File: src/rtl/core/cct_pkg.sv
`default_nettype none
package cct_pkg;

   localparam int COUNT_BITS = 31;
   localparam int ROUND_W    = 16;
   localparam int DIV_CNT_W  = $clog2(COUNT_BITS + 1);

   typedef logic [COUNT_BITS-1:0] count_type;
   typedef logic [ROUND_W-1:0]    round_type;

   localparam count_type TIMEOUT_RESET  = count_type'(40000000);
   localparam round_type SAMPLES_RESET  = round_type'(30);
   localparam round_type CAL_MS_RESET   = round_type'(1000);

   // Operation codes on the request channel.
   localparam logic [1:0] OP_NONE      = 2'd0;
   localparam logic [1:0] OP_MEASURE   = 2'd1;
   localparam logic [1:0] OP_CALIBRATE = 2'd2;

   // Receive pin drive codes.
   localparam logic [1:0] DRIVE_RELEASED = 2'd0;
   localparam logic [1:0] DRIVE_LOW      = 2'd1;
   localparam logic [1:0] DRIVE_HIGH     = 2'd2;

   // Status codes.
   localparam logic [1:0] ST_OK           = 2'd0;
   localparam logic [1:0] ST_TIMEOUT      = 2'd1;
   localparam logic [1:0] ST_ZERO_SAMPLES = 2'd2;
   localparam logic [1:0] ST_ZERO_ROUNDS  = 2'd3;

   // Configuration register indexes.
   localparam logic [1:0] REG_TIMEOUT = 2'd0;
   localparam logic [1:0] REG_SAMPLES = 2'd1;
   localparam logic [1:0] REG_CAL_MS  = 2'd2;

   typedef struct packed {
      logic      start;
      count_type dividend;
      round_type divisor;
   } div_req_type;

   typedef struct packed {
      logic      done;
      count_type quotient;
   } div_rsp_type;

endpackage
`default_nettype wire

File: src/rtl/core/cct_divider.sv
`default_nettype none
module cct_divider
   import cct_pkg::*;
(
   input  wire logic        clock,
   input  wire logic        reset,
   input  wire div_req_type div_req,
   output div_rsp_type      div_rsp
);

   logic                 busy_ff, busy_in;
   logic                 done_ff, done_in;
   logic [DIV_CNT_W-1:0] count_ff, count_in;
   round_type            rem_ff, rem_in;
   round_type            divisor_ff, divisor_in;
   count_type            qd_ff, qd_in;

   logic [ROUND_W:0]     rem_shift;
   logic [ROUND_W:0]     rem_diff;
   logic                 fits;

   // One restoring step per cycle: the dividend shifts out at the top of qd_ff
   // while quotient bits shift in at the bottom.
   always_comb begin
      rem_shift = {rem_ff, qd_ff[COUNT_BITS-1]};
      rem_diff  = rem_shift - {1'b0, divisor_ff};
      fits      = rem_shift >= {1'b0, divisor_ff};

      busy_in    = busy_ff;
      done_in    = 1'b0;
      count_in   = count_ff;
      rem_in     = rem_ff;
      divisor_in = divisor_ff;
      qd_in      = qd_ff;

      if (div_req.start) begin
         busy_in    = 1'b1;
         count_in   = DIV_CNT_W'(COUNT_BITS);
         rem_in     = '0;
         divisor_in = div_req.divisor;
         qd_in      = div_req.dividend;
      end else if (busy_ff) begin
         rem_in   = fits ? rem_diff[ROUND_W-1:0] : rem_shift[ROUND_W-1:0];
         qd_in    = {qd_ff[COUNT_BITS-2:0], fits};
         count_in = count_ff - DIV_CNT_W'(1);
         if (count_ff == DIV_CNT_W'(1)) begin
            busy_in = 1'b0;
            done_in = 1'b1;
         end
      end
   end

   always_ff @(posedge clock) begin
      if (reset) begin
         busy_ff  <= 1'b0;
         done_ff  <= 1'b0;
         count_ff <= '0;
      end else begin
         busy_ff  <= busy_in;
         done_ff  <= done_in;
         count_ff <= count_in;
      end
   end

   always_ff @(posedge clock) begin
      rem_ff     <= rem_in;
      divisor_ff <= divisor_in;
      qd_ff      <= qd_in;
   end

   assign div_rsp.done     = done_ff;
   assign div_rsp.quotient = qd_ff;

endmodule
`default_nettype wire

File: src/rtl/core/cap_charge_time_sensor_top.sv
`default_nettype none
// Channel   Direction  Handshake               Payload
// req_      in         req_valid / req_stall   op, rx_level, ms_tick
// rsp_      out        rsp_valid / rsp_stall   send_level, rx_drive, busy_res, done_res,
//                                              value, status
// csr_      in         csr_valid / csr_ready   csr_index, csr_data
//
// One item a cycle is taken while rsp_ is drained and the divider is not working.
// The item that closes a calibration starts the restoring divider, which
// retires one quotient bit a cycle; its quotient is then sent on rsp_.
// Synchronous active-high reset; no memory, so there is no clearing pass.
// req_stall is high while the divider works and while a result waits on rsp_stall.
module cap_charge_time_sensor_top
   import cct_pkg::*;
(
   input  wire logic             clock,
   input  wire logic             reset,
   input  wire logic             req_valid,
   output      logic             req_stall,
   input  wire logic [1:0]       req_op,
   input  wire logic             req_rx_level,
   input  wire logic             req_ms_tick,
   output      logic             rsp_valid,
   input  wire logic             rsp_stall,
   output      logic             rsp_send_level,
   output      logic [1:0]       rsp_rx_drive,
   output      logic             rsp_busy_res,
   output      logic             rsp_done_res,
   output      logic [COUNT_BITS-1:0] rsp_value,
   output      logic [1:0]       rsp_status,
   input  wire logic             csr_valid,
   output      logic             csr_ready,
   input  wire logic [1:0]       csr_index,
   input  wire logic [COUNT_BITS-1:0] csr_data
);

   localparam logic [2:0] PH_IDLE       = 3'd0;
   localparam logic [2:0] PH_DISCHARGE  = 3'd1;
   localparam logic [2:0] PH_COUNT_LOW  = 3'd2;
   localparam logic [2:0] PH_CHARGE     = 3'd3;
   localparam logic [2:0] PH_COUNT_HIGH = 3'd4;

   count_type   timeout_ff;
   round_type   samples_ff;
   round_type   cal_ms_ff;

   logic [2:0]  phase_ff, phase_in;
   count_type   tick_total_ff, tick_total_in;
   round_type   sample_index_ff, sample_index_in;
   round_type   round_count_ff, round_count_in;
   round_type   ms_elapsed_ff, ms_elapsed_in;
   logic        calibrating_ff, calibrating_in;
   logic        wait_ff, wait_in;

   logic        rsp_valid_ff, rsp_valid_in;
   logic        rsp_send_ff;
   logic [1:0]  rsp_drive_ff;
   logic        rsp_busy_ff;
   logic        rsp_done_ff;
   count_type   rsp_value_ff;
   logic [1:0]  rsp_status_ff;

   logic        accept;
   logic        load_step;
   logic        step_send;
   logic [1:0]  step_drive;
   logic        step_busy;
   logic        step_done;
   count_type   step_value;
   logic [1:0]  step_status;
   logic        div_start;

   round_type   ms_next;
   round_type   sample_next;
   round_type   round_next;
   count_type   tick_inc;
   logic        over_limit;
   logic        inc_over_limit;

   div_req_type div_req;
   div_rsp_type div_rsp;

   assign req_stall = wait_ff | (rsp_valid_ff & rsp_stall);
   assign accept    = req_valid & ~req_stall;
   assign csr_ready = 1'b1;

   always_comb begin
      ms_next = ms_elapsed_ff;
      if (calibrating_ff && req_ms_tick && ms_elapsed_ff != '1) begin
         ms_next = ms_elapsed_ff + round_type'(1);
      end
      sample_next    = sample_index_ff + round_type'(1);
      round_next     = (round_count_ff != '1) ? round_count_ff + round_type'(1)
                                              : round_count_ff;
      tick_inc       = tick_total_ff + count_type'(1);
      over_limit     = tick_total_ff >= timeout_ff;
      inc_over_limit = tick_inc >= timeout_ff;

      phase_in        = phase_ff;
      tick_total_in   = tick_total_ff;
      sample_index_in = sample_index_ff;
      round_count_in  = round_count_ff;
      ms_elapsed_in   = ms_elapsed_ff;
      calibrating_in  = calibrating_ff;

      step_send   = 1'b0;
      step_drive  = DRIVE_RELEASED;
      step_busy   = 1'b0;
      step_done   = 1'b0;
      step_value  = '0;
      step_status = ST_OK;
      div_start   = 1'b0;

      if (accept) begin
         unique case (phase_ff)
            PH_DISCHARGE: begin
               ms_elapsed_in = ms_next;
               phase_in      = PH_COUNT_LOW;
               step_drive    = DRIVE_LOW;
               step_busy     = 1'b1;
            end
            PH_COUNT_LOW: begin
               ms_elapsed_in = ms_next;
               if (over_limit) begin
                  phase_in       = PH_IDLE;
                  calibrating_in = 1'b0;
                  step_done      = 1'b1;
                  step_status    = ST_TIMEOUT;
               end else if (!req_rx_level) begin
                  tick_total_in = tick_inc;
                  if (inc_over_limit) begin
                     phase_in       = PH_IDLE;
                     calibrating_in = 1'b0;
                     step_done      = 1'b1;
                     step_status    = ST_TIMEOUT;
                  end else begin
                     step_send = 1'b1;
                     step_busy = 1'b1;
                  end
               end else begin
                  phase_in  = PH_CHARGE;
                  step_send = 1'b1;
                  step_busy = 1'b1;
               end
            end
            PH_CHARGE: begin
               ms_elapsed_in = ms_next;
               phase_in      = PH_COUNT_HIGH;
               step_send     = 1'b1;
               step_drive    = DRIVE_HIGH;
               step_busy     = 1'b1;
            end
            PH_COUNT_HIGH: begin
               ms_elapsed_in = ms_next;
               if (over_limit) begin
                  phase_in       = PH_IDLE;
                  calibrating_in = 1'b0;
                  step_done      = 1'b1;
                  step_status    = ST_TIMEOUT;
               end else if (req_rx_level) begin
                  tick_total_in = tick_inc;
                  if (inc_over_limit) begin
                     phase_in       = PH_IDLE;
                     calibrating_in = 1'b0;
                     step_done      = 1'b1;
                     step_status    = ST_TIMEOUT;
                  end else begin
                     step_busy = 1'b1;
                  end
               end else begin
                  // End of one sample: next sample, next round, or the result.
                  sample_index_in = sample_next;
                  if (sample_next != '0 && sample_next < samples_ff) begin
                     phase_in  = PH_DISCHARGE;
                     step_busy = 1'b1;
                  end else if (!calibrating_ff) begin
                     phase_in    = PH_IDLE;
                     step_done   = 1'b1;
                     step_value  = tick_total_ff;
                  end else begin
                     round_count_in = round_next;
                     if (ms_next < cal_ms_ff && round_next != '1) begin
                        sample_index_in = '0;
                        phase_in        = PH_DISCHARGE;
                        step_busy       = 1'b1;
                     end else begin
                        // The baseline arrives from the divider once its division is done.
                        phase_in       = PH_IDLE;
                        calibrating_in = 1'b0;
                        div_start      = 1'b1;
                     end
                  end
               end
            end
            default: begin
               phase_in = PH_IDLE;
               if (req_op == OP_MEASURE || req_op == OP_CALIBRATE) begin
                  calibrating_in  = req_op == OP_CALIBRATE;
                  tick_total_in   = '0;
                  sample_index_in = '0;
                  round_count_in  = '0;
                  ms_elapsed_in   = '0;
                  if (samples_ff == '0) begin
                     calibrating_in = 1'b0;
                     step_done      = 1'b1;
                     step_status    = ST_ZERO_SAMPLES;
                  end else if (req_op == OP_CALIBRATE && cal_ms_ff == '0) begin
                     calibrating_in = 1'b0;
                     step_done      = 1'b1;
                     step_status    = ST_ZERO_ROUNDS;
                  end else begin
                     phase_in   = PH_COUNT_LOW;
                     step_drive = DRIVE_LOW;
                     step_busy  = 1'b1;
                  end
               end
            end
         endcase
      end
   end

   assign load_step = accept & ~div_start;

   always_comb begin
      wait_in = wait_ff;
      if (div_start) begin
         wait_in = 1'b1;
      end else if (div_rsp.done) begin
         wait_in = 1'b0;
      end

      rsp_valid_in = rsp_valid_ff;
      if (load_step || div_rsp.done) begin
         rsp_valid_in = 1'b1;
      end else if (rsp_valid_ff && !rsp_stall) begin
         rsp_valid_in = 1'b0;
      end
   end

   assign div_req.start    = div_start;
   assign div_req.dividend = tick_total_ff;
   assign div_req.divisor  = round_next;

   cct_divider u_divider (
      .clock   (clock),
      .reset   (reset),
      .div_req (div_req),
      .div_rsp (div_rsp)
   );

   always_ff @(posedge clock) begin
      if (reset) begin
         timeout_ff      <= TIMEOUT_RESET;
         samples_ff      <= SAMPLES_RESET;
         cal_ms_ff       <= CAL_MS_RESET;
         phase_ff        <= PH_IDLE;
         tick_total_ff   <= '0;
         sample_index_ff <= '0;
         round_count_ff  <= '0;
         ms_elapsed_ff   <= '0;
         calibrating_ff  <= 1'b0;
         wait_ff         <= 1'b0;
         rsp_valid_ff    <= 1'b0;
      end else begin
         if (csr_valid && csr_ready) begin
            unique case (csr_index)
               REG_TIMEOUT: timeout_ff <= csr_data;
               REG_SAMPLES: samples_ff <= csr_data[ROUND_W-1:0];
               REG_CAL_MS:  cal_ms_ff  <= csr_data[ROUND_W-1:0];
               default: ;
            endcase
         end
         phase_ff        <= phase_in;
         tick_total_ff   <= tick_total_in;
         sample_index_ff <= sample_index_in;
         round_count_ff  <= round_count_in;
         ms_elapsed_ff   <= ms_elapsed_in;
         calibrating_ff  <= calibrating_in;
         wait_ff         <= wait_in;
         rsp_valid_ff    <= rsp_valid_in;
      end
   end

   always_ff @(posedge clock) begin
      if (load_step) begin
         rsp_send_ff   <= step_send;
         rsp_drive_ff  <= step_drive;
         rsp_busy_ff   <= step_busy;
         rsp_done_ff   <= step_done;
         rsp_value_ff  <= step_value;
         rsp_status_ff <= step_status;
      end else if (div_rsp.done) begin
         rsp_send_ff   <= 1'b0;
         rsp_drive_ff  <= DRIVE_RELEASED;
         rsp_busy_ff   <= 1'b0;
         rsp_done_ff   <= 1'b1;
         rsp_value_ff  <= div_rsp.quotient;
         rsp_status_ff <= ST_OK;
      end
   end

   assign rsp_valid      = rsp_valid_ff;
   assign rsp_send_level = rsp_send_ff;
   assign rsp_rx_drive   = rsp_drive_ff;
   assign rsp_busy_res   = rsp_busy_ff;
   assign rsp_done_res   = rsp_done_ff;
   assign rsp_value      = rsp_value_ff;
   assign rsp_status     = rsp_status_ff;

endmodule
`default_nettype wire

File: config.mk
export PLATFORM = sky130hd
export DESIGN_NAME = cap_charge_time_sensor_top
export DESIGN_NICKNAME = d
export VERILOG_FILES = /design/src/rtl/core/cct_pkg.sv /design/src/rtl/core/cct_divider.sv /design/src/rtl/core/cap_charge_time_sensor_top.sv
export SDC_FILE = /design/constraint.sdc
export NUM_CORES = 1
export LEC_CHECK = 0
export ABC_AREA = 1
export BUFFER_PORTS_ARGS = -buffer_cell sky130_fd_sc_hd__buf_2
export CELL_PAD_IN_SITES_DETAIL_PLACEMENT = 0
export CELL_PAD_IN_SITES_GLOBAL_PLACEMENT = 1
export CORE_AREA = 2 2 199 201
export DETAILED_ROUTE_END_ITERATION = 6
export DIE_AREA = 0 0 201 203
export PLACE_DENSITY_LB_ADDON = 0.1
export SYNTH_ARGS = -nofsm -noshare
export SYNTH_HDL_FRONTEND = slang
export SYNTH_HIERARCHICAL = 1
export SYNTH_SLANG_ARGS = --single-unit
export TNS_END_PERCENT = 1
File: constraint.sdc
create_clock -name clock -period 6.4 [get_ports clock]
set_input_delay 1.28 -clock clock [delete_from_list [all_inputs] [get_ports clock]]
set_output_delay 1.28 -clock clock [all_outputs]
set_load 0.005 [all_outputs]
==> impl_metrics.env <==
export IMPL_seqPwrFrac_pct=44.4
export IMPL_async_flop_share_pct=0
export IMPL_intPower_mw=2.91
export IMPL_pwr_share_clk_pct=39.9
export IMPL_finalHoldViolations=0
export IMPL_most_common_layout_cells="nand2_1 (486), inv_1 (278), a21oi_1 (192)"
export IMPL_fin_ws_ps=1590
export IMPL_synth_ff_type="dfxtp_1"
export IMPL_grt_pass1_wl_mm=69.6
export IMPL_worst_slew_pin_slew_ps=1150
export IMPL_first_pass_iters=7
export IMPL_num_vias=13600
export IMPL_power_frac_comb_pct=15.7
export IMPL_vias_per_cell=5.11
export IMPL_nets=2280
export IMPL_ant_nets=0
export IMPL_post_dp_cell_area_um2=16500
export IMPL_insertion_delay_ps=570
export IMPL_p_total_mw=4.13
export IMPL_final_area_um2=17400
export IMPL_slowest_delay_ps=450
export IMPL_postSynthAreaPerCell_um2=7.58
export IMPL_clkSinkCount=256
export IMPL_hold_end="ms_elapsed_ff[3]$_SDFFE_PP0P_"
export IMPL_holdWs_ps=467
export IMPL_worst_setup_path_start_kind="register"
export IMPL_cellPowerDensity_nw_per_um2=238
export IMPL_die_h_um=203
export IMPL_outcome="complete, no violations"
export IMPL_io_pins=83
export IMPL_worstReg2RegStart="tick_total_ff[1]$_SDFFE_PP0P_"
export IMPL_postCtsSetupBuffers=0
export IMPL_irDropWorstVdd_v=0.000183
export IMPL_wl_mm=43.3
export IMPL_fin_skew_ps=21.7
export IMPL_yosys_register_bits=256
export IMPL_hold_depth=2
export IMPL_core_area_um2=38500
export IMPL_wire_per_inst_um=16.2
export IMPL_hold_class="register to register"
export IMPL_fin_crit_sh_pct=75.1
export IMPL_cts_resized=0
export IMPL_cts_max_path_buffers=3
export IMPL_relSlewSlack_pct=22.6
export IMPL_min_delay_start="ms_elapsed_ff[3]$_SDFFE_PP0P_"
export IMPL_switching_power_mw=1.22
export IMPL_netlist_instances=2069
export IMPL_layout_commonest_cell="nand2_1"
export IMPL_hpwl_mm=32.9
export IMPL_cts_tree="built"
export IMPL_r2r_end="rsp_busy_res$_SDFFCE_PN0P_"
export IMPL_antenna_found_initial=1
export IMPL_drive_above_1_share_pct=10.8
export IMPL_reg2reg_slack_ps=1590
export IMPL_final_core_util_pct=45.2
export IMPL_crit_fanout=6
export IMPL_holdBufCountCts=0
export IMPL_slowest_stage="dfxtp_1"
export IMPL_io_buffers=81
export IMPL_start_util_pct=40.8
export IMPL_rsz0062_at_grt="false"
export IMPL_required_ps=6730
export IMPL_end_kind="register"
export IMPL_dpl_cell_count=2607
export IMPL_drc=0
export IMPL_syn_nets=2228
export IMPL_r2r_cells=25
export IMPL_arrival_ps=5140
export IMPL_gp_congestion=0.861
export IMPL_finalSetupViolCount=0
export IMPL_ys_seq_area_share_pct=38.1
export IMPL_syn_area_um2=15700
export IMPL_synth_edff_count=85
export IMPL_area_growth_pct=10.9
export IMPL_grt_total_usage_pct=21.1
export IMPL_gr_total_overflow=0
export IMPL_p_sw_share_pct=29.6
export IMPL_die_x_um=201
export IMPL_cts_buffers=30
export IMPL_fin_tns_setup_ps=0
export IMPL_drv_cap=0
export IMPL_cts_max_level=1
export IMPL_drt_iter0_markers=879
export IMPL_critPathKind="register to register"
export IMPL_synth_cell_types=48
export IMPL_p_leak_nw=7.86
export IMPL_finalMaxSlewViolations=0
export IMPL_grt_max_degree=69
export IMPL_min_period_ps=4810
export IMPL_grt_pass1_vias=12700
export IMPL_place_ws_ps=1080
export IMPL_clock_root_buffer="clkbuf_16"
export IMPL_fmaxAchievable_mhz=208
export IMPL_final_cells=2663
export IMPL_critPathMostFrequentCell="nand2_1"
export IMPL_rows=72
export IMPL_ys_warn_count=6
export IMPL_clkTransAtPathRegs_ps=60
export IMPL_antennaDiodeCount=0
export IMPL_die_area_um2=40800
==> layer usage <==
layer	track usage, %	share of wire [%]	wire length (um)
met5	0	0.025	11
met4	3.65	1.5	640
met3	2.55	4.2	1820
met1	31.5	51	22200
met2	32.9	43	18600
==> power groups by stage <==
stage	Clock, mW	Combinational (mW)	Sequential [mW]
6_report	1.65	0.649	1.83
5_1_grt	1.76	0.742	1.84
4_1_cts	1.69	0.652	1.83
3_5_place_dp	0	0.649	1.87
3_3_place_gp	0	0.639	1.87
2_1_floorplan	0	0.461	1.84
==> registers in the layout (all words and copies together), names as in the netlist, 2 cells and up <==
| register | flops |
|---|---|
| u_divider/qd_ff | 31 |
| ms_elapsed_ff | 16 |
| round_count_ff | 16 |
| rsp_value | 31 |
| timeout_ff | 31 |
| phase_ff | 3 |
| rsp_status | 2 |
| u_divider/count_ff | 5 |
| tick_total_ff | 31 |
| u_divider/divisor_ff | 16 |
| sample_index_ff | 16 |
| cal_ms_ff | 16 |
| u_divider/rem_ff | 16 |
| rsp_rx_drive | 2 |
| samples_ff | 16 |
==> cells by family after synthesis <==
| logic type | count (synthesis) | share of synthesized area [%] |
|---|---|---|
| compound gates | 386 | 13.8 |
| xor+xnor | 58 | 3.24 |
| fa+ha+maj | 117 | 9.38 |
| buf+inv | 367 | 9.54 |
| flops | 256 | 38.1 |
| other cells | 1 | 0.0239 |
| simple gates | 884 | 25.9 |
==> worst max-delay path: cells and delay by family (launching register included) <==
family                   cells  cell delay (ps)
AND/OR/NAND/NOR             18             2990
adder cells (fa/ha/maj)      2              510
flip-flops                   1              450
buffers and inverters        4              430
XOR/XNOR                     1              160
==> Yosys cell counts, drive strengths merged (32+ instances only) <==
master | count | area (um^2)
nor2 | 114 | 513
edfxtp | 85 | 2550
a21oi | 193 | 970
nand2 | 536 | 2170
nor3 | 34 | 180
inv | 291 | 1090
dfxtp | 171 | 3420
xor2 | 41 | 359
a211oi | 32 | 240
nand3 | 109 | 583
ha | 116 | 1450
clkbuf | 48 | 180
nand4 | 49 | 307
o21ai | 98 | 490
==> cell type report <==
class / instances / area, um^2
Multi-Input combinational cell: 1446 / 8230
Inverter: 294 / 1100
Clock buffer: 39 / 826
Timing Repair Buffer: 93 / 495
Sequential cell: 256 / 5980
Tap cell: 518 / 648
Fill cell: 3968 / 21100
Clock inverter: 17 / 120
==> how the worst max path moves through the flow <==
stage	from	slack, ps	cells past startpoint	endpoint
6_report	tick_total_ff[1]$_SDFFE_PP0P_	1590	25	rsp_busy_res$_SDFFCE_PN0P_
3_3_place_gp	req_ms_tick	1110	23	u_divider/qd_ff[24]$_DFFE_PP_
3_5_place_dp	req_ms_tick	1080	22	u_divider/qd_ff[24]$_DFFE_PP_
5_1_grt	tick_total_ff[1]$_SDFFE_PP0P_	940	26	rsp_status[0]$_SDFFCE_PN0P_
4_1_cts	tick_total_ff[1]$_SDFFE_PP0P_	1520	26	rsp_status[0]$_SDFFCE_PN0P_
2_1_floorplan	req_ms_tick	1290	21	u_divider/qd_ff[0]$_DFFE_PP_
Note: power is estimated with default switching activity, not from simulation.
